==> src/sv/uer_pkg.sv <==
// ----------------------------------------------------------------------------
// uer_pkg
// shared types and constants of the ultrasonic echo ranger
// ----------------------------------------------------------------------------
package uer_pkg;

  // width of the echo counter and of the distance quotient
  localparam int unsigned COUNT_BITS = 20;
  localparam int unsigned DIV_CNT_W  = $clog2(COUNT_BITS);
  localparam int unsigned ADDR_W     = 5;
  localparam int unsigned DATA_W     = 32;

  // register reset values
  localparam logic [7:0]  TRIG_WIDTH_RST   = 8'd10;
  localparam logic [15:0] PING_TIMEOUT_RST = 16'd1000;
  localparam logic [7:0]  GLITCH_DELAY_RST = 8'd5;
  localparam logic [19:0] ECHO_TIMEOUT_RST = 20'd18000;
  localparam logic [7:0]  US_PER_CM_RST    = 8'd58;

  typedef enum logic [2:0] {
    REG_TRIG_WIDTH   = 3'd0,
    REG_PING_TIMEOUT = 3'd1,
    REG_GLITCH_DELAY = 3'd2,
    REG_ECHO_TIMEOUT = 3'd3,
    REG_US_PER_CM    = 3'd4
  } reg_idx_e;

  typedef enum logic [1:0] {
    ST_OK           = 2'd0,
    ST_ECHO_HIGH    = 2'd1,
    ST_PING_TIMEOUT = 2'd2,
    ST_ECHO_TIMEOUT = 2'd3
  } status_e;

  typedef struct packed {
    logic [7:0]  trigger_width_us;
    logic [15:0] ping_limit;
    logic [7:0]  glitch_delay_us;
    logic [19:0] echo_timeout_us;
    logic [7:0]  us_per_cm;
  } cfg_t;

  // result of one tick as seen by the sequencer
  typedef struct packed {
    logic                  trigger_out;
    logic                  busy_res;
    logic                  done_res;
    status_e               status;
    logic [COUNT_BITS-1:0] echo_time_us;
    logic [COUNT_BITS-1:0] distance_cm;
    logic                  need_div;
  } res_t;

endpackage

==> src/sv/uer_regs.sv <==
// ----------------------------------------------------------------------------
// uer_regs
// configuration register file behind the apb-style port
// ----------------------------------------------------------------------------
module uer_regs (
  input  logic                       clk_i,
  input  logic                       rst_ni,
  input  logic                       psel,
  input  logic                       penable,
  input  logic                       pwrite,
  input  logic [uer_pkg::ADDR_W-1:0] paddr,
  input  logic [uer_pkg::DATA_W-1:0] pwdata,
  output logic [uer_pkg::DATA_W-1:0] prdata,
  output logic                       pready,
  output uer_pkg::cfg_t              cfg_o
);

  uer_pkg::cfg_t     cfg_q, cfg_d;
  uer_pkg::reg_idx_e idx;
  logic              wr_en;

  assign idx    = uer_pkg::reg_idx_e'(paddr[uer_pkg::ADDR_W-1:2]);
  assign wr_en  = psel & penable & pwrite;
  assign pready = 1'b1;
  assign cfg_o  = cfg_q;

  always_comb begin
    cfg_d = cfg_q;
    if (wr_en) begin
      unique case (idx)
        uer_pkg::REG_TRIG_WIDTH:   cfg_d.trigger_width_us = pwdata[7:0];
        uer_pkg::REG_PING_TIMEOUT: cfg_d.ping_limit       = pwdata[15:0];
        uer_pkg::REG_GLITCH_DELAY: cfg_d.glitch_delay_us  = pwdata[7:0];
        uer_pkg::REG_ECHO_TIMEOUT: cfg_d.echo_timeout_us  = pwdata[19:0];
        uer_pkg::REG_US_PER_CM:    cfg_d.us_per_cm        = pwdata[7:0];
        default: ;
      endcase
    end
  end

  always_comb begin
    prdata = '0;
    unique case (idx)
      uer_pkg::REG_TRIG_WIDTH:   prdata[7:0]  = cfg_q.trigger_width_us;
      uer_pkg::REG_PING_TIMEOUT: prdata[15:0] = cfg_q.ping_limit;
      uer_pkg::REG_GLITCH_DELAY: prdata[7:0]  = cfg_q.glitch_delay_us;
      uer_pkg::REG_ECHO_TIMEOUT: prdata[19:0] = cfg_q.echo_timeout_us;
      uer_pkg::REG_US_PER_CM:    prdata[7:0]  = cfg_q.us_per_cm;
      default: ;
    endcase
  end

  always_ff @(posedge clk_i or negedge rst_ni) begin
    if (!rst_ni) begin
      cfg_q.trigger_width_us <= uer_pkg::TRIG_WIDTH_RST;
      cfg_q.ping_limit       <= uer_pkg::PING_TIMEOUT_RST;
      cfg_q.glitch_delay_us  <= uer_pkg::GLITCH_DELAY_RST;
      cfg_q.echo_timeout_us  <= uer_pkg::ECHO_TIMEOUT_RST;
      cfg_q.us_per_cm        <= uer_pkg::US_PER_CM_RST;
    end else begin
      cfg_q <= cfg_d;
    end
  end

endmodule

==> src/sv/uer_seq.sv <==
// ----------------------------------------------------------------------------
// uer_seq
// per-tick ranging sequencer: trigger, echo wait, glitch check, measure
// ----------------------------------------------------------------------------
module uer_seq (
  input  logic          clk_i,
  input  logic          rst_ni,
  input  logic          tick_i,
  input  logic          start_req_i,
  input  logic          echo_level_i,
  input  uer_pkg::cfg_t cfg_i,
  output uer_pkg::res_t res_o
);

  typedef enum logic [4:0] {
    PH_IDLE    = 5'b00001,
    PH_TRIG    = 5'b00010,
    PH_WAIT    = 5'b00100,
    PH_GLITCH  = 5'b01000,
    PH_MEASURE = 5'b10000
  } phase_e;

  phase_e                         phase_q, phase_d;
  logic [7:0]                     step_q, step_d, step_inc;
  logic [15:0]                    ping_q, ping_d, ping_inc;
  logic [uer_pkg::COUNT_BITS-1:0] echo_q, echo_d;

  assign step_inc = step_q + 8'd1;
  assign ping_inc = (ping_q == '1) ? ping_q : ping_q + 16'd1;

  always_comb begin
    phase_d = phase_q;
    step_d  = step_q;
    ping_d  = ping_q;
    echo_d  = echo_q;
    res_o   = '0;
    res_o.status = uer_pkg::ST_OK;
    unique case (phase_q)
      PH_IDLE: begin
        if (start_req_i) begin
          if (echo_level_i) begin
            res_o.done_res = 1'b1;
            res_o.status   = uer_pkg::ST_ECHO_HIGH;
          end else begin
            res_o.trigger_out = 1'b1;
            step_d  = 8'd1;
            ping_d  = '0;
            echo_d  = '0;
            phase_d = (8'd1 >= cfg_i.trigger_width_us) ? PH_WAIT : PH_TRIG;
          end
        end
      end
      PH_TRIG: begin
        res_o.trigger_out = 1'b1;
        step_d = step_inc;
        if (step_inc >= cfg_i.trigger_width_us) begin
          phase_d = PH_WAIT;
        end
      end
      PH_WAIT: begin
        ping_d = ping_inc;
        if (echo_level_i) begin
          if (cfg_i.glitch_delay_us == 8'd0) begin
            echo_d  = '0;
            phase_d = PH_MEASURE;
          end else begin
            step_d  = 8'd0;
            phase_d = PH_GLITCH;
          end
        end else if (ping_inc >= cfg_i.ping_limit) begin
          res_o.done_res = 1'b1;
          res_o.status   = uer_pkg::ST_PING_TIMEOUT;
          phase_d        = PH_IDLE;
        end
      end
      PH_GLITCH: begin
        ping_d = ping_inc;
        step_d = step_inc;
        if (step_inc >= cfg_i.glitch_delay_us) begin
          if (echo_level_i) begin
            echo_d  = '0;
            phase_d = PH_MEASURE;
          end else begin
            phase_d = PH_WAIT;
          end
        end
      end
      PH_MEASURE: begin
        if (!echo_level_i) begin
          res_o.done_res     = 1'b1;
          res_o.echo_time_us = echo_q;
          // zero divisor reads as all ones, otherwise the divider fills it in
          if (cfg_i.us_per_cm == 8'd0) begin
            res_o.distance_cm = '1;
          end else begin
            res_o.need_div = 1'b1;
          end
          phase_d = PH_IDLE;
        end else if (echo_q >= cfg_i.echo_timeout_us) begin
          res_o.done_res = 1'b1;
          res_o.status   = uer_pkg::ST_ECHO_TIMEOUT;
          phase_d        = PH_IDLE;
        end else if (echo_q != '1) begin
          echo_d = echo_q + uer_pkg::COUNT_BITS'(1);
        end
      end
      default: begin
        phase_d = PH_IDLE;
      end
    endcase
    res_o.busy_res = (phase_d != PH_IDLE);
  end

  always_ff @(posedge clk_i or negedge rst_ni) begin
    if (!rst_ni) begin
      phase_q <= PH_IDLE;
      step_q  <= '0;
      ping_q  <= '0;
      echo_q  <= '0;
    end else if (tick_i) begin
      phase_q <= phase_d;
      step_q  <= step_d;
      ping_q  <= ping_d;
      echo_q  <= echo_d;
    end
  end

endmodule

==> src/sv/uer_div.sv <==
// ----------------------------------------------------------------------------
// uer_div
// restoring divider, one quotient bit per cycle
// ----------------------------------------------------------------------------
module uer_div (
  input  logic                           clk_i,
  input  logic                           rst_ni,
  input  logic                           start_i,
  input  logic [uer_pkg::COUNT_BITS-1:0] dividend_i,
  input  logic [7:0]                     divisor_i,
  output logic                           busy_o,
  output logic                           done_o,
  output logic [uer_pkg::COUNT_BITS-1:0] quotient_o
);

  localparam logic [uer_pkg::DIV_CNT_W-1:0] LAST_STEP =
    uer_pkg::DIV_CNT_W'(uer_pkg::COUNT_BITS - 1);

  logic                           busy_q, busy_d;
  logic [uer_pkg::DIV_CNT_W-1:0]  cnt_q, cnt_d;
  logic [7:0]                     rem_q, rem_d, dvs_q;
  logic [uer_pkg::COUNT_BITS-1:0] quo_q, quo_d;
  logic [8:0]                     rem_sh, diff;
  logic                           ge;

  assign rem_sh = {rem_q, quo_q[uer_pkg::COUNT_BITS-1]};
  assign diff   = rem_sh - {1'b0, dvs_q};
  assign ge     = (rem_sh >= {1'b0, dvs_q});

  assign busy_o     = busy_q;
  assign done_o     = busy_q && (cnt_q == LAST_STEP);
  assign quotient_o = {quo_q[uer_pkg::COUNT_BITS-2:0], ge};

  always_comb begin
    busy_d = busy_q;
    cnt_d  = cnt_q;
    rem_d  = rem_q;
    quo_d  = quo_q;
    if (start_i) begin
      busy_d = 1'b1;
      cnt_d  = '0;
      rem_d  = '0;
      quo_d  = dividend_i;
    end else if (busy_q) begin
      rem_d = ge ? diff[7:0] : rem_sh[7:0];
      quo_d = {quo_q[uer_pkg::COUNT_BITS-2:0], ge};
      cnt_d = cnt_q + uer_pkg::DIV_CNT_W'(1);
      if (cnt_q == LAST_STEP) begin
        busy_d = 1'b0;
      end
    end
  end

  always_ff @(posedge clk_i or negedge rst_ni) begin
    if (!rst_ni) begin
      busy_q <= 1'b0;
      cnt_q  <= '0;
    end else begin
      busy_q <= busy_d;
      cnt_q  <= cnt_d;
    end
  end

  always_ff @(posedge clk_i) begin
    rem_q <= rem_d;
    quo_q <= quo_d;
    if (start_i) begin
      dvs_q <= divisor_i;
    end
  end

endmodule

==> src/sv/ultrasonic_echo_ranger.sv <==
// ----------------------------------------------------------------------------
// ultrasonic_echo_ranger
// tick-driven ultrasonic ranging controller with iterative distance divide
// ----------------------------------------------------------------------------
// a taken request's result is registered and shown in the cycle after it; the tick
//   that ends a good measurement also waits for the 20 divider steps
// throughput: 1 tick per cycle while in_stall_o is low; a divide-ending tick holds off new ticks while the divider runs
// the distance divide runs on a restoring divider, 1 bit per cycle
// reset: asynchronous active-low rst_ni; sequencer idle, counters zero,
//   registers at their defaults, no result pending
module ultrasonic_echo_ranger (
  input  logic                           clk_i,
  input  logic                           rst_ni,
  // apb-style configuration port
  input  logic                           psel,
  input  logic                           penable,
  input  logic                           pwrite,
  input  logic [uer_pkg::ADDR_W-1:0]     paddr,
  input  logic [uer_pkg::DATA_W-1:0]     pwdata,
  output logic [uer_pkg::DATA_W-1:0]     prdata,
  output logic                           pready,
  // tick request channel
  input  logic                           in_valid_i,
  output logic                           in_stall_o,
  input  logic                           start_req_i,
  input  logic                           echo_level_i,
  // result channel
  output logic                           out_valid_o,
  input  logic                           out_stall_i,
  output logic                           trigger_out_o,
  output logic                           busy_res_o,
  output logic                           done_res_o,
  output logic [1:0]                     status_o,
  output logic [uer_pkg::COUNT_BITS-1:0] echo_time_us_o,
  output logic [uer_pkg::COUNT_BITS-1:0] distance_cm_o
);

  uer_pkg::cfg_t                  cfg;
  uer_pkg::res_t                  res;
  logic                           tick_acc;
  logic                           div_busy, div_done;
  logic [uer_pkg::COUNT_BITS-1:0] div_quo;

  // output register
  logic                           out_valid_q, out_valid_d;
  logic                           trig_q, busy_q, done_q;
  uer_pkg::status_e               status_q;
  logic [uer_pkg::COUNT_BITS-1:0] echo_time_q, dist_q;

  uer_regs u_regs (
    .clk_i   (clk_i),
    .rst_ni  (rst_ni),
    .psel    (psel),
    .penable (penable),
    .pwrite  (pwrite),
    .paddr   (paddr),
    .pwdata  (pwdata),
    .prdata  (prdata),
    .pready  (pready),
    .cfg_o   (cfg)
  );

  // a new request waits while the divider runs or a result is held back
  assign in_stall_o = div_busy | (out_valid_q & out_stall_i);
  assign tick_acc   = in_valid_i & ~in_stall_o;

  uer_seq u_seq (
    .clk_i        (clk_i),
    .rst_ni       (rst_ni),
    .tick_i       (tick_acc),
    .start_req_i  (start_req_i),
    .echo_level_i (echo_level_i),
    .cfg_i        (cfg),
    .res_o        (res)
  );

  // distance is only computed on the tick that closes a good measurement
  uer_div u_div (
    .clk_i      (clk_i),
    .rst_ni     (rst_ni),
    .start_i    (tick_acc & res.need_div),
    .dividend_i (res.echo_time_us),
    .divisor_i  (cfg.us_per_cm),
    .busy_o     (div_busy),
    .done_o     (div_done),
    .quotient_o (div_quo)
  );

  // result is shown at once, or held back until the quotient is ready
  always_comb begin
    out_valid_d = out_valid_q;
    priority if (tick_acc) begin
      out_valid_d = ~res.need_div;
    end else if (div_done) begin
      out_valid_d = 1'b1;
    end else if (out_valid_q && !out_stall_i) begin
      out_valid_d = 1'b0;
    end
  end

  always_ff @(posedge clk_i or negedge rst_ni) begin
    if (!rst_ni) begin
      out_valid_q <= 1'b0;
    end else begin
      out_valid_q <= out_valid_d;
    end
  end

  always_ff @(posedge clk_i) begin
    if (tick_acc) begin
      trig_q      <= res.trigger_out;
      busy_q      <= res.busy_res;
      done_q      <= res.done_res;
      status_q    <= res.status;
      echo_time_q <= res.echo_time_us;
      dist_q      <= res.distance_cm;
    end else if (div_done) begin
      dist_q <= div_quo;
    end
  end

  assign out_valid_o    = out_valid_q;
  assign trigger_out_o  = trig_q;
  assign busy_res_o     = busy_q;
  assign done_res_o     = done_q;
  assign status_o       = status_q;
  assign echo_time_us_o = echo_time_q;
  assign distance_cm_o  = dist_q;

`ifndef NO_ASSERTIONS
  // a finished measurement never reports the block as still busy
  a_done_not_busy: assert property (@(posedge clk_i) disable iff (!rst_ni)
    out_valid_o && done_res_o |-> !busy_res_o)
    else $error("done result with busy set");

  // trigger high only while a measurement is running
  a_trig_busy: assert property (@(posedge clk_i) disable iff (!rst_ni)
    out_valid_o && trigger_out_o |-> busy_res_o)
    else $error("trigger high outside a measurement");

  // no status and no width unless the tick finished a measurement
  a_idle_clean: assert property (@(posedge clk_i) disable iff (!rst_ni)
    out_valid_o && !done_res_o |->
      status_o == uer_pkg::ST_OK && echo_time_us_o == '0)
    else $error("status or width on a tick that did not finish");

  // a divide-ending tick holds its result back until the quotient lands
  a_div_hold: assert property (@(posedge clk_i) disable iff (!rst_ni)
    tick_acc && res.need_div |=> !out_valid_o && div_busy)
    else $error("result shown before distance divide");
`endif

endmodule
==> config.mk <==
export PLATFORM = sky130hd
export DESIGN_NAME = ultrasonic_echo_ranger
export DESIGN_NICKNAME = d
export VERILOG_FILES = /design/src/sv/uer_pkg.sv /design/src/sv/uer_regs.sv /design/src/sv/uer_seq.sv /design/src/sv/uer_div.sv /design/src/sv/ultrasonic_echo_ranger.sv
export SDC_FILE = /design/constraint.sdc
export NUM_CORES = 1
export LEC_CHECK = 0
export ABC_AREA = 1
export BUFFER_PORTS_ARGS = -buffer_cell sky130_fd_sc_hd__buf_2
export CELL_PAD_IN_SITES_DETAIL_PLACEMENT = 1
export CELL_PAD_IN_SITES_GLOBAL_PLACEMENT = 1
export CORE_MARGIN = 5
export CORE_UTILIZATION = 44
export CTS_CLUSTER_DIAMETER = 100
export CTS_CLUSTER_SIZE = 10
export DETAILED_ROUTE_END_ITERATION = 16
export PLACE_DENSITY_LB_ADDON = 0.2
export SYNTH_ARGS = -nofsm -noshare
export SYNTH_HDL_FRONTEND = slang
export SYNTH_SLANG_ARGS = --single-unit
export TNS_END_PERCENT = 20
==> constraint.sdc <==
create_clock -name clk_i -period 3.1 [get_ports clk_i]
set_input_delay 0.465 -clock clk_i [delete_from_list [all_inputs] [get_ports clk_i]]
set_output_delay 0.465 -clock clk_i [all_outputs]
set_load 0.005 [all_outputs]
==> results of run 1 <==
## metrics by stage
step                      setup TNS, ns  power [uW]  setup WS (ns)  cells  hold slack, ns
after global routing            -0.0276        9710        -0.0276   1816           0.135
after global placement                0        6510          0.153   1781           0.446
after CTS                             0        9030        0.00826   1813           0.108
after floorplan                       0        5650          0.462   1371           0.169
final                                 0        9020          0.206   1816          0.0985
after detailed placement        -0.0136        6700        -0.0136   1781           0.458
## cells by family (layout without fill, tap and decap cells)
kind of cell,count (synthesis),count (layout),share of synthesized area [%]
adder cells (fa/ha/maj),65,65,7.36
XOR/XNOR,31,31,2.43
flip-flops,197,197,47.3
other,2,13,0.0673
buffers and inverters,252,367,9.13
AND/OR/NAND/NOR,607,607,23.5
AO/OA/AOI/OAI,206,206,10.2
## worst reg2reg max path: cells and delay by family (launching register included)
kind	cells	cell delay, ns
compound gates	1	0.19
buf+inv	4	0.35
simple gates	11	1.11
flops	1	0.38
fa+ha+maj	2	0.48
xor+xnor	1	0.17
## worst max-delay path by stage
stage / startpoint / to / slack [ns] / cells past startpoint
final: u_seq.ping_q[1] / busy_res_o / 0.21 / 19
after global routing: u_seq.ping_q[1] / u_seq.phase_q[2] / -0.03 / 19
after CTS: u_seq.ping_q[1] / busy_res_o / 0.008 / 19
after detailed placement: u_seq.ping_q[1] / busy_res_o / -0.01 / 19
after global placement: u_seq.ping_q[1] / busy_res_o / 0.15 / 19
after floorplan: u_div.busy_o / distance_cm_o[0] / 0.46 / 4
## state kept, by name (all words and copies together), names as in the netlist, 2 cells and up
register	count
u_seq.phase_q	5
u_div.dvs_q	8
distance_cm_o	20
u_seq.ping_q	16
u_seq.echo_q	20
u_seq.step_q	8
u_div.cnt_q	5
u_regs.cfg_o	60
u_div.quo_q	20
echo_time_us_o	20
status_o	2
u_div.rem_q	8
## synth_stat cells, types with 7 or more instances
library cell / instances
nand2_1: 360
inv_1: 199
o21ai_0: 124
nor2_1: 100
dfrtp_1: 96
edfxtp_1: 73
ha_1: 64
nand3_1: 60
a21oi_1: 40
nand4_1: 26
xor2_1: 26
clkbuf_1: 24
dfstp_2: 20
nor3_1: 20
buf_4: 15
nor2_2: 11
o22ai_1: 10
dfxtp_1: 8
buf_2: 7
## where the power goes
group          switching, uW  total [uW]  leakage (uW)  internal [uW]
logic                   1990        3100       0.00383           1110
clock network           1180        2300      0.000299           1110
registers                398        3620       0.00224           3230
## layout make-up
class / instances / share of cell area, %
sequential: 197 / 41.1
multi-input combinational: 922 / 39.0
inverter: 205 / 6.02
timing repair buffer: 130 / 5.83
clock buffer: 17 / 3.31
tap: 330 / 3.21
clock inverter: 15 / 1.49
## metal layers
metal,share of wire (%),vias to the layer above
met1,44,4685
met4,1.8,2
met5,0.041,-
li1,-,4631
met2,50,171
met3,3.3,39
## what timing repair did
item,CTS,global route
setup buffers,0,3
endpoints found under the setup margin,4,27
pin swaps,0,8
resized for setup,1,27
==> reports/qor_table.md, run 1 <==
| Item | Value |
|:---|:---|
| Status | finished, final reports clean |
| Standby leakage power | 0.00637 uW |
| Final critical-path share of the clock period | 93.4% |
| Starting density of the core | 44.4% |
| Required arrival time at the worst endpoint | 3.31 ns |
| Post-synth EDFFs | 73 |
| Layout cells sized above 1 | 16.2% |
| Number of setup violations in the final report | 0 |
| CTS Buf Count | 17 |
| Utilization of the core after routing | 51.2% |
| Main synth FF type | dfrtp_1 |
| Count of synthesis-stage warnings from yosys | 0 |
| CTS hold repair buffers | 0 |
| Number of synthesized register bits | 197 |
| Critical Path, Cell by Cell | ha_2 > nand2_1 > nor2_4 > inv_1 > nor3_2 > nand2_2 > nand2_1 > xor2_2 > inv_1 > ha_1 > nand2_1 > o21a_1 > nor2_1 > nor2_1 > buf_4 > nand2_1 > nand2_2 > nand3_2 > inv_1 |
| Detailed Route WL | 31900 um |
| Element type at the critical path end | flop |
| Max_cap viols | 0 |
| Post-CTS clock slew at the launch and capture registers of the worst setup and hold paths | 0.08 ns |
| Netlist area before placement | 11200 um2 |
| Number of global-route vias before repair | 9934 |
| Post-detail-place hpwl | 24400 um |
| Depth of the worst register-to-register path | 19 |
| Highest-count cells in the layout ignoring fill and taps | nand2_1 (355), inv_1 (197), o21ai_0 (121) |
| Crit path max-delay family | simple AND/OR/NAND/NOR gates |
| Total number of H-tree levels | 4 |
| CP max stage delay | 0.38 ns |
| Avg Inst Size Synth | 8.21 um2 |
| Count of antenna diodes in the layout | 0 |
| Standard cell area after detailed placement | 12100 um2 |
| Final-layout fill cell count | 3073 |
| Die area | 28600 um2 |
| Met1 capacity usage during global routing | 29.3% |
| Via density per instance | 5.25 |
| Endpoint of the lowest-slack register-to-register path | busy_res_o |
| Critical path fanouts, max | 4 |
| First-pass GRT wire length | 51800 um |
| Clock tree from TritonCTS | yes |
| Placement Rows | 58 |
| Clock Sinks | 197 |
| Layout Cell Area excl Fill | 12800 um2 |
| Busiest grt layer | met2 |
| Transition time of the tightest slew-check pin | 0.973 ns |
| Most frequent standard cell in the layout excluding fill and tap cells | nand2_1 |
| Violation count after the first detailed-route iteration | 537 |
| Count of mapped cells out of synthesis | 1360 |
| Area inside the core boundary | 25100 um2 |
| Part of the Yosys area used for sequential elements | 47.3% |
| Endpoints failing hold | 0 |
| Cell type with the largest total area after synthesis | dfrtp_1 |
| Number of top-level pins | 126 |
| Share of flip-flops with an asynchronous set or reset after synthesis | 58.9% |
| Drt pass-1 iters | 5 |
| Minimum setup slack among reg-to-reg paths | 0.21 ns |
| Distinct cell type count after synthesis | 50 |
| Drt wl/cell | 17.6 um |
| Power density over cell area | 702 nW/um2 |
| Maximum operating frequency | 346 MHz |
| Final min period | 2.89 ns |
| Number of buffers inserted by port buffering | 98 |
| Largest clock skew in the final design | 0.0157 ns |
| Nets | 1584 |
| Via count | 9528 |
| Clk buf depth | 2 |
| Initial antenna violation count | 1 |
| Multi-input logic area | 5010 um2 |
| Largest net degree at the start of global routing | 51 |
| R2R Path Start | u_seq.ping_q[1] |
| Met2 GRT Util | 39.9% |
| Category of the critical setup timing path | reg2reg |
| Number of antenna-violating nets in the routed design | 0 |
| Launching element type of the critical path | flop |
| Post-route DRC | 0 |
| Arrival time at the worst endpoint | 3.11 ns |
| Routability Congestion | 0.894 |
| RSZ-0062 raised after global routing | true |
| GRT Total Usage | 22.6% |
| Most used cell, CP | nand2_1 |
| Proportion of netlist area held by the largest area contributor | 21.5% |
| Die Span X | 169 um |
| Signed area change from the synthesized netlist to the final layout | 15.1% |
| Congestion Overflow GR | 0 |
| HP Class | in2async |
| Source-to-sink clock delay at the later pin of the worst-skew pair | 0.45 ns |
| Sequential cell area in the final layout | 5280 um2 |
| Clock Root Buffer | clkbuf_16 |
| Die H | 169 um |
| Worst slew margin relative to its limit | 35.0% |
| Met3 global-route usage | 3.05% |
| Count of buffer and inverter cells on the critical path | 4 |
| Total count of max-transition violations in the final report | 0 |
| Cell types with the largest area share after synthesis | dfrtp_1 (22%), edfxtp_1 (20%), nand2_1 (12%) |
| Worst voltage drop across the vdd grid | 0.342 mV |
| CP max stage cell | dfrtp_1 |
(Power assumes the default switching activity.)
==> run 2: changes to the inputs <==
--- a/config.mk
+++ b/config.mk
@@ -9,8 +9,8 @@
 export BUFFER_PORTS_ARGS = -buffer_cell sky130_fd_sc_hd__buf_2
 export CELL_PAD_IN_SITES_DETAIL_PLACEMENT = 1
 export CELL_PAD_IN_SITES_GLOBAL_PLACEMENT = 1
-export CORE_MARGIN = 5
-export CORE_UTILIZATION = 44
+export CORE_MARGIN = 8
+export CORE_UTILIZATION = 48
 export CTS_CLUSTER_DIAMETER = 100
 export CTS_CLUSTER_SIZE = 10
 export DETAILED_ROUTE_END_ITERATION = 16
==> constraint.sdc (replaced) <==
create_clock -name clk_i -period 3.7 [get_ports clk_i]
set_input_delay 0.555 -clock clk_i [delete_from_list [all_inputs] [get_ports clk_i]]
set_output_delay 0.555 -clock clk_i [all_outputs]
set_load 0.005 [all_outputs]
==> run 2 against run 1 <==
Net effect: via count up 0.10%; sequential power shrank 16%; largest cell class unchanged; worst hold slack gained 0.025 ns.
==> reports/qor_table.md, run 2 (same netlist as run 1, synthesis figures left out) <==
| Item | Value | Change |
|:---|:---|:---|
| Post-route DRC | 0 | unchanged |
| Initial antenna violation count | 0 | was 1 |
| Source-to-sink clock delay at the later pin of the worst-skew pair | 0.45 ns | about the same |
| Post-detail-place hpwl | 24200 um | was 24400 um |
| Die area | 28400 um2 | was 28600 um2 |
| Multi-input logic area | 4910 um2 | was 5010 um2 |
| Number of antenna-violating nets in the routed design | 0 | unchanged |
| Total number of H-tree levels | 4 | unchanged |
| Launching element type of the critical path | flop | unchanged |
| RSZ-0062 raised after global routing | false | was true |
| Layout Cell Area excl Fill | 12600 um2 | was 12800 um2 |
| CTS Buf Count | 17 | unchanged |
| Most frequent standard cell in the layout excluding fill and tap cells | nand2_1 | unchanged |
| Routability Congestion | 0.900 | was 0.894 |
| Total count of max-transition violations in the final report | 0 | unchanged |
| Max_cap viols | 0 | unchanged |
| Count of antenna diodes in the layout | 0 | unchanged |
| Met1 capacity usage during global routing | 28.1% | was 29.3% |
| Via density per instance | 5.44 | was 5.25 |
| Violation count after the first detailed-route iteration | 582 | was 537 |
| Number of setup violations in the final report | 0 | unchanged |
| Clk buf depth | 2 | unchanged |
| Drt pass-1 iters | 5 | unchanged |
| Depth of the worst register-to-register path | 17 | was 19 |
| Worst voltage drop across the vdd grid | 0.391 mV | was 0.342 mV |
| Standby leakage power | 0.00626 uW | was 0.00637 uW |
| Standard cell area after detailed placement | 11900 um2 | was 12100 um2 |
| Signed area change from the synthesized netlist to the final layout | 12.5% | was 15.1% |
| Element type at the critical path end | flop | unchanged |
| Largest net degree at the start of global routing | 69 | was 51 |
| Busiest grt layer | met2 | unchanged |
| Required arrival time at the worst endpoint | 3.91 ns | was 3.31 ns |
| Placement Rows | 55 | was 58 |
| Clock tree from TritonCTS | yes | unchanged |
| Sequential cell area in the final layout | 5280 um2 | about the same |
| Met2 GRT Util | 41.0% | was 39.9% |
| Category of the critical setup timing path | reg2reg | unchanged |
| Power density over cell area | 596 nW/um2 | was 702 nW/um2 |
| Post-Place Worst Slack | 0.288 ns | was -0.0136 ns |
| Drt wl/cell | 18.4 um | was 17.6 um |
| Arrival time at the worst endpoint | 3.60 ns | was 3.11 ns |
| First-pass GRT wire length | 52300 um | was 51800 um |
| Clock Sinks | 197 | unchanged |
| GRT Total Usage | 23.1% | was 22.6% |
| Nets | 1566 | was 1584 |
| Via count | 9538 | was 9528 |
| Endpoints failing hold | 0 | unchanged |
| CTS hold repair buffers | 0 | unchanged |
| Tightest hold margin | 0.123 ns | was 0.0985 ns |
| Largest clock skew in the final design | 0.0156 ns | was 0.0157 ns |
| Final critical-path share of the clock period | 91.6% | was 93.4% |
| Met3 global-route usage | 3.81% | was 3.05% |
| Highest-count cells in the layout ignoring fill and taps | nand2_1 (360), inv_1 (199), o21ai_0 (123) | was nand2_1 (355), inv_1 (197), o21ai_0 (121) |
| Maximum operating frequency | 295 MHz | was 346 MHz |
| Detailed Route WL | 32300 um | was 31900 um |
| Die Span X | 168 um | was 169 um |
| Layout cells sized above 1 | 13.7% | was 16.2% |
| Worst slew margin relative to its limit | 36.8% | was 35.0% |
| Number of buffers inserted by port buffering | 98 | unchanged |
| Transition time of the tightest slew-check pin | 0.945 ns | was 0.973 ns |
| Final Worst Setup Slack | 0.313 ns | was 0.206 ns |
| Status | finished, final reports clean | unchanged |
| Final min period | 3.39 ns | was 2.89 ns |
| Die H | 168 um | was 169 um |
| Setup TNS | 0 ns | unchanged |
| Number of top-level pins | 126 | unchanged |
| Starting density of the core | 49.1% | was 44.4% |
| Number of flip-flops under the largest register name | 60 | unchanged |
| Finished Layout Cells | 1753 | was 1816 |
| Number of global-route vias before repair | 10100 | was 9934 |
| Congestion Overflow GR | 0 | unchanged |
| Count of placed standard cells including taps | 1721 | was 1781 |
| HP Class | in2async | unchanged |
| Final-layout fill cell count | 2813 | was 3073 |
| Critical path fanouts, max | 5 | was 4 |
| Area inside the core boundary | 22700 um2 | was 25100 um2 |
| Clock Root Buffer | clkbuf_16 | unchanged |
| Post-CTS clock slew at the launch and capture registers of the worst setup and hold paths | 0.09 ns | was 0.08 ns |
-- run 2: cell type report --
class / instances / share of cell area, %
multi-input combinational: 922 / 39.2
tap: 285 / 2.84
timing repair buffer: 112 / 4.86
clock buffer: 17 / 3.39
inverter: 205 / 6.13
sequential: 197 / 42.1
clock inverter: 15 / 1.55
-- run 2: per-stage QoR --
step | util (%) | total power, uW
CTS | 55.2 | 7520
global route | 55.3 | 7990
floorplan | - | 4730
finish | 55.3 | 7480
detailed placement | 52.5 | 5560
global placement | 52.5 | 5390
-- run 2: path summary, 6_finish.rpt --
kind                               endpoint       startpoint  slack, ns
max in group asynchronous  u_seq.phase_q[0]           rst_ni       2.72
min reg2reg                  u_div.rem_q[3]   u_div.rem_q[3]       0.47
min in group clk_i         u_regs.cfg_o[44]        pwdata[8]       0.34
max                              busy_res_o  u_seq.ping_q[0]       0.31
max reg2reg                      busy_res_o  u_seq.ping_q[0]       0.31
min                         u_seq.ping_q[2]           rst_ni       0.12
-- run 2: what timing repair did --
item | CTS | global route
resized for setup | 0 | 2
setup endpoints to repair | 0 | 4
setup buffers | 0 | 0
hold endpoints to repair | 0 | 0
-- run 2: worst max-delay path: stages, from the launching register on --
cell and delay [ns]:
dfrtp_1 0.41, ha_1 0.21, nand2_1 0.09, nor2_2 0.22, inv_1 0.10, nor3_2 0.27
nand2_1 0.20, nand2_1 0.13, xor2_1 0.20, inv_1 0.06, ha_1 0.27, nand2_1 0.06
nor3_1 0.31, nand2_1 0.23, nand2_1 0.11, nand2_1 0.10, nand3_1 0.13, inv_1 0.04
-- run 2: report_power, final --
part	total (uW)	switching [uW]	internal, uW	leakage (uW)
logic	2510	1640	867	0.00373
registers	3050	342	2700	0.00224
clock network	1930	1010	927	0.000298
total	7480	2990	4500	0.00626
-- run 2: routing by layer --
layer,up-vias,share of wire (%),wire [um]
met3,44,4.0,1310
met4,0,2.1,687
li1,4600,-,-
met2,198,51,16400
met5,-,0,0
met1,4696,43,13900
==> run 3: changes to the inputs <==
--- a/config.mk
+++ b/config.mk
@@ -10,7 +10,7 @@
 export CELL_PAD_IN_SITES_DETAIL_PLACEMENT = 1
 export CELL_PAD_IN_SITES_GLOBAL_PLACEMENT = 1
 export CORE_MARGIN = 8
-export CORE_UTILIZATION = 48
+export CORE_UTILIZATION = 40
 export CTS_CLUSTER_DIAMETER = 100
 export CTS_CLUSTER_SIZE = 10
 export DETAILED_ROUTE_END_ITERATION = 16
==> constraint.sdc (replaced) <==
create_clock -name clk_i -period 2.85 [get_ports clk_i]
set_input_delay 0.4275 -clock clk_i [delete_from_list [all_inputs] [get_ports clk_i]]
set_output_delay 0.4275 -clock clk_i [all_outputs]
set_load 0.005 [all_outputs]
==> run 3 against run 2 <==
Net effect: the run now ends with negative setup slack left; worst hold slack improved by 0.11 ns; cell count rose by 9.1%; flip-flop and latch count did not move; worst setup slack got worse by 0.34 ns; clock power rose by 33%; via count rose by 1.3%; critical path depth rose by 3.
==> reports/qor_table.md, run 3 (same netlist as run 1, synthesis figures left out) <==
| Item | Value | Change |
|:---|:---|:---|
| Worst hold path endpoint | u_regs.cfg_o[17] |  |
| Endpoint of the lowest-slack register-to-register path | u_seq.phase_q[4] | was busy_res_o |
| Arrival time at the worst endpoint | 3.26 ns | was 3.60 ns |
| Drt pass-1 iters | 5 | unchanged |
| Number of global-route vias before repair | 10300 | was 10100 |
| Count of placed standard cells including taps | 1854 | was 1721 |
| Finished Layout Cells | 1912 | was 1753 |
| Failing checks | negative setup slack |  |
| Post-CTS clock slew at the launch and capture registers of the worst setup and hold paths | 0.08 ns | was 0.09 ns |
| Maximum operating frequency | 347 MHz | was 295 MHz |
| Number of top-level pins | 126 | unchanged |
| Number of setup violations in the final report | 1 | was 0 |
| Die Span X | 183 um | was 168 um |
| Final Worst Setup Slack | -0.0286 ns | was 0.313 ns |
| Worst hold start | pwdata[9] |  |
| Most frequent standard cell in the layout excluding fill and tap cells | nand2_1 | unchanged |
| Highest-count cells in the layout ignoring fill and taps | nand2_1 (342), inv_1 (184), o21ai_0 (120) | was nand2_1 (360), inv_1 (199), o21ai_0 (123) |
| Violation count after the first detailed-route iteration | 485 | was 582 |
| Die H | 183 um | was 168 um |
| RSZ-0062 raised after global routing | true | was false |
| Number of buffers inserted by port buffering | 98 | unchanged |
| Critical path fanouts, max | 6 | was 5 |
| Minimum setup slack among reg-to-reg paths | -0.03 ns | was 0.31 ns |
| Clock Sinks | 197 | unchanged |
| Nets | 1631 | was 1566 |
| Launching element type of the critical path | flop | unchanged |
| Largest net degree at the start of global routing | 59 | was 69 |
| PnR Total Power | 10300 uW | was 7480 uW |
| Standby leakage power | 0.00666 uW | was 0.00626 uW |
| Transition time of the tightest slew-check pin | 0.970 ns | was 0.945 ns |
| Congestion Overflow GR | 0 | unchanged |
| Post-detail-place hpwl | 25000 um | was 24200 um |
| Max_cap viols | 0 | unchanged |
| Number of cells on the worst hold path | 3 |  |
| Placement Rows | 61 | was 55 |
| Post-route DRC | 0 | unchanged |
| Number of flip-flops under the largest register name | 60 | unchanged |
| Initial antenna violation count | 2 | was 0 |
| Largest clock skew in the final design | 0.0178 ns | was 0.0156 ns |
| R2R Path Start | u_seq.ping_q[13] | was u_seq.ping_q[0] |
| Layout cells sized above 1 | 22.1% | was 13.7% |
| Utilization of the core after routing | 49.3% | was 55.3% |
| Total count of max-transition violations in the final report | 0 | unchanged |
| Depth of the worst register-to-register path | 20 | was 17 |
| Starting density of the core | 40.4% | was 49.1% |
| GRT Total Usage | 19.9% | was 23.1% |
| Endpoints failing hold | 0 | unchanged |
| Clock tree from TritonCTS | yes | unchanged |
| Routability Congestion | 0.857 | was 0.900 |
| Category of the critical setup timing path | reg2reg | unchanged |
| Required arrival time at the worst endpoint | 3.24 ns | was 3.91 ns |
| First-pass GRT wire length | 53400 um | was 52300 um |
| Power density over cell area | 758 nW/um2 | was 596 nW/um2 |
| Total number of H-tree levels | 4 | unchanged |
| Final critical-path share of the clock period | 101% | was 91.6% |
| Tightest hold margin | 0.229 ns | was 0.123 ns |
| Number of antenna-violating nets in the routed design | 0 | unchanged |
| Drt wl/cell | 17.4 um | was 18.4 um |
| Via density per instance | 5.06 | was 5.44 |
| Status | finished with violations | was finished, final reports clean |
| Worst voltage drop across the vdd grid | 0.344 mV | was 0.391 mV |
| Area inside the core boundary | 27600 um2 | was 22700 um2 |
| Die area | 33500 um2 | was 28400 um2 |
| Clock Root Buffer | clkbuf_16 | unchanged |
| Detailed Route WL | 33300 um | was 32300 um |
| Final min period | 2.88 ns | was 3.39 ns |
| Via count | 9666 | was 9538 |
| Source-to-sink clock delay at the later pin of the worst-skew pair | 0.45 ns | about the same |
| Clk buf depth | 2 | unchanged |
| Worst slew margin relative to its limit | 35.2% | was 36.8% |
| Element type at the critical path end | flop | unchanged |
| CTS Buf Count | 17 | unchanged |
| HP Class | in2reg | was in2async |
| Signed area change from the synthesized netlist to the final layout | 21.9% | was 12.5% |
## run 3: cell count changes in the layout (fill, tap and decap cells not counted), moves of 6 or more
cell / before / now
nand3_1: 60 / 46
buf_4: 14 / 67
inv_2: 5 / 18
nor2_4: 5 / 11
buf_6: 0 / 8
inv_8: 1 / 7
nand3_4: 0 / 7
nand2_1: 360 / 342
clkinv_8: 7 / 0
inv_1: 199 / 184
nand3_2: 5 / 12
nand2_2: 1 / 16
## run 3: repair_timing
item | 4_1_cts | 5_1_grt
pin swaps | 5 | 53
hold endpoints to repair | 25 | 0
gates resized for setup | 20 | 90
setup endpoints to repair | 27 | 27
hold buffers | 1 | 0
buffers inserted | 7 | 17
cloned | 0 | 2
## run 3: critical path: stages (launching register included)
cell and delay (ns):
dfrtp_1 0.37, nand2_2 0.09, nor3_4 0.23, nand4_1 0.20, nor2_4 0.17, buf_6 0.13, clkinvlp_4 0.16, nand2_2 0.13
ha_1 0.25, a21oi_1 0.15, nor2_1 0.07, nor3b_2 0.16, nand2_1 0.08, nand2_2 0.11, buf_6 0.13, nand3_2 0.06
nand2_2 0.07, nand2_1 0.05, nand2_1 0.08, nand2_1 0.05, nand2_1 0.06
## run 3: routing by layer
metal / wire (um) / track usage [%] / vias up
li1: - / - / 4725
met4: 849 / 7.55 / 2
met5: 14 / 0 / -
met3: 1380 / 4.06 / 59
met2: 16400 / 33.7 / 169
met1: 14600 / 24.7 / 4711
## run 3: through the flow
step	area (um2)	TNS, ns	worst slack (ns)
final	13600	-0.0286	-0.0286
after global placement	12300	-0.248	-0.0690
after detailed placement	12300	-1.56	-0.156
after CTS	13100	0	0.00585
after global routing	13600	-4.59	-0.262
after floorplan	11200	0	0.212
## run 3: final cells by class
cell class                 instances  area (um2)
antenna                            1        2.50
clock buffer                      18         429
clock inverter                    14         180
fill                            3359       14000
inverter                         205         776
multi-input combinational        923        5320
sequential                       197        5280
tap                              378         473
timing repair buffer             176        1150
## run 3: power by group
group / switching [uW] / internal (uW)
registers: 435 / 3510
clock network: 1230 / 1340
logic: 2350 / 1450
total: 4010 / 6300
## run 3: worst max-delay path by stage
stage / endpoint / from / cells past startpoint
global route: u_seq.phase_q[4] / u_seq.ping_q[15] / 20
finish: u_seq.phase_q[4] / u_seq.ping_q[13] / 20
global placement: busy_res_o / u_seq.ping_q[0] / 17
CTS: u_seq.echo_q[6] / u_seq.step_q[0] / 17
floorplan: distance_cm_o[0] / u_div.busy_o / 4
detailed placement: u_seq.phase_q[0] / u_seq.ping_q[0] / 20
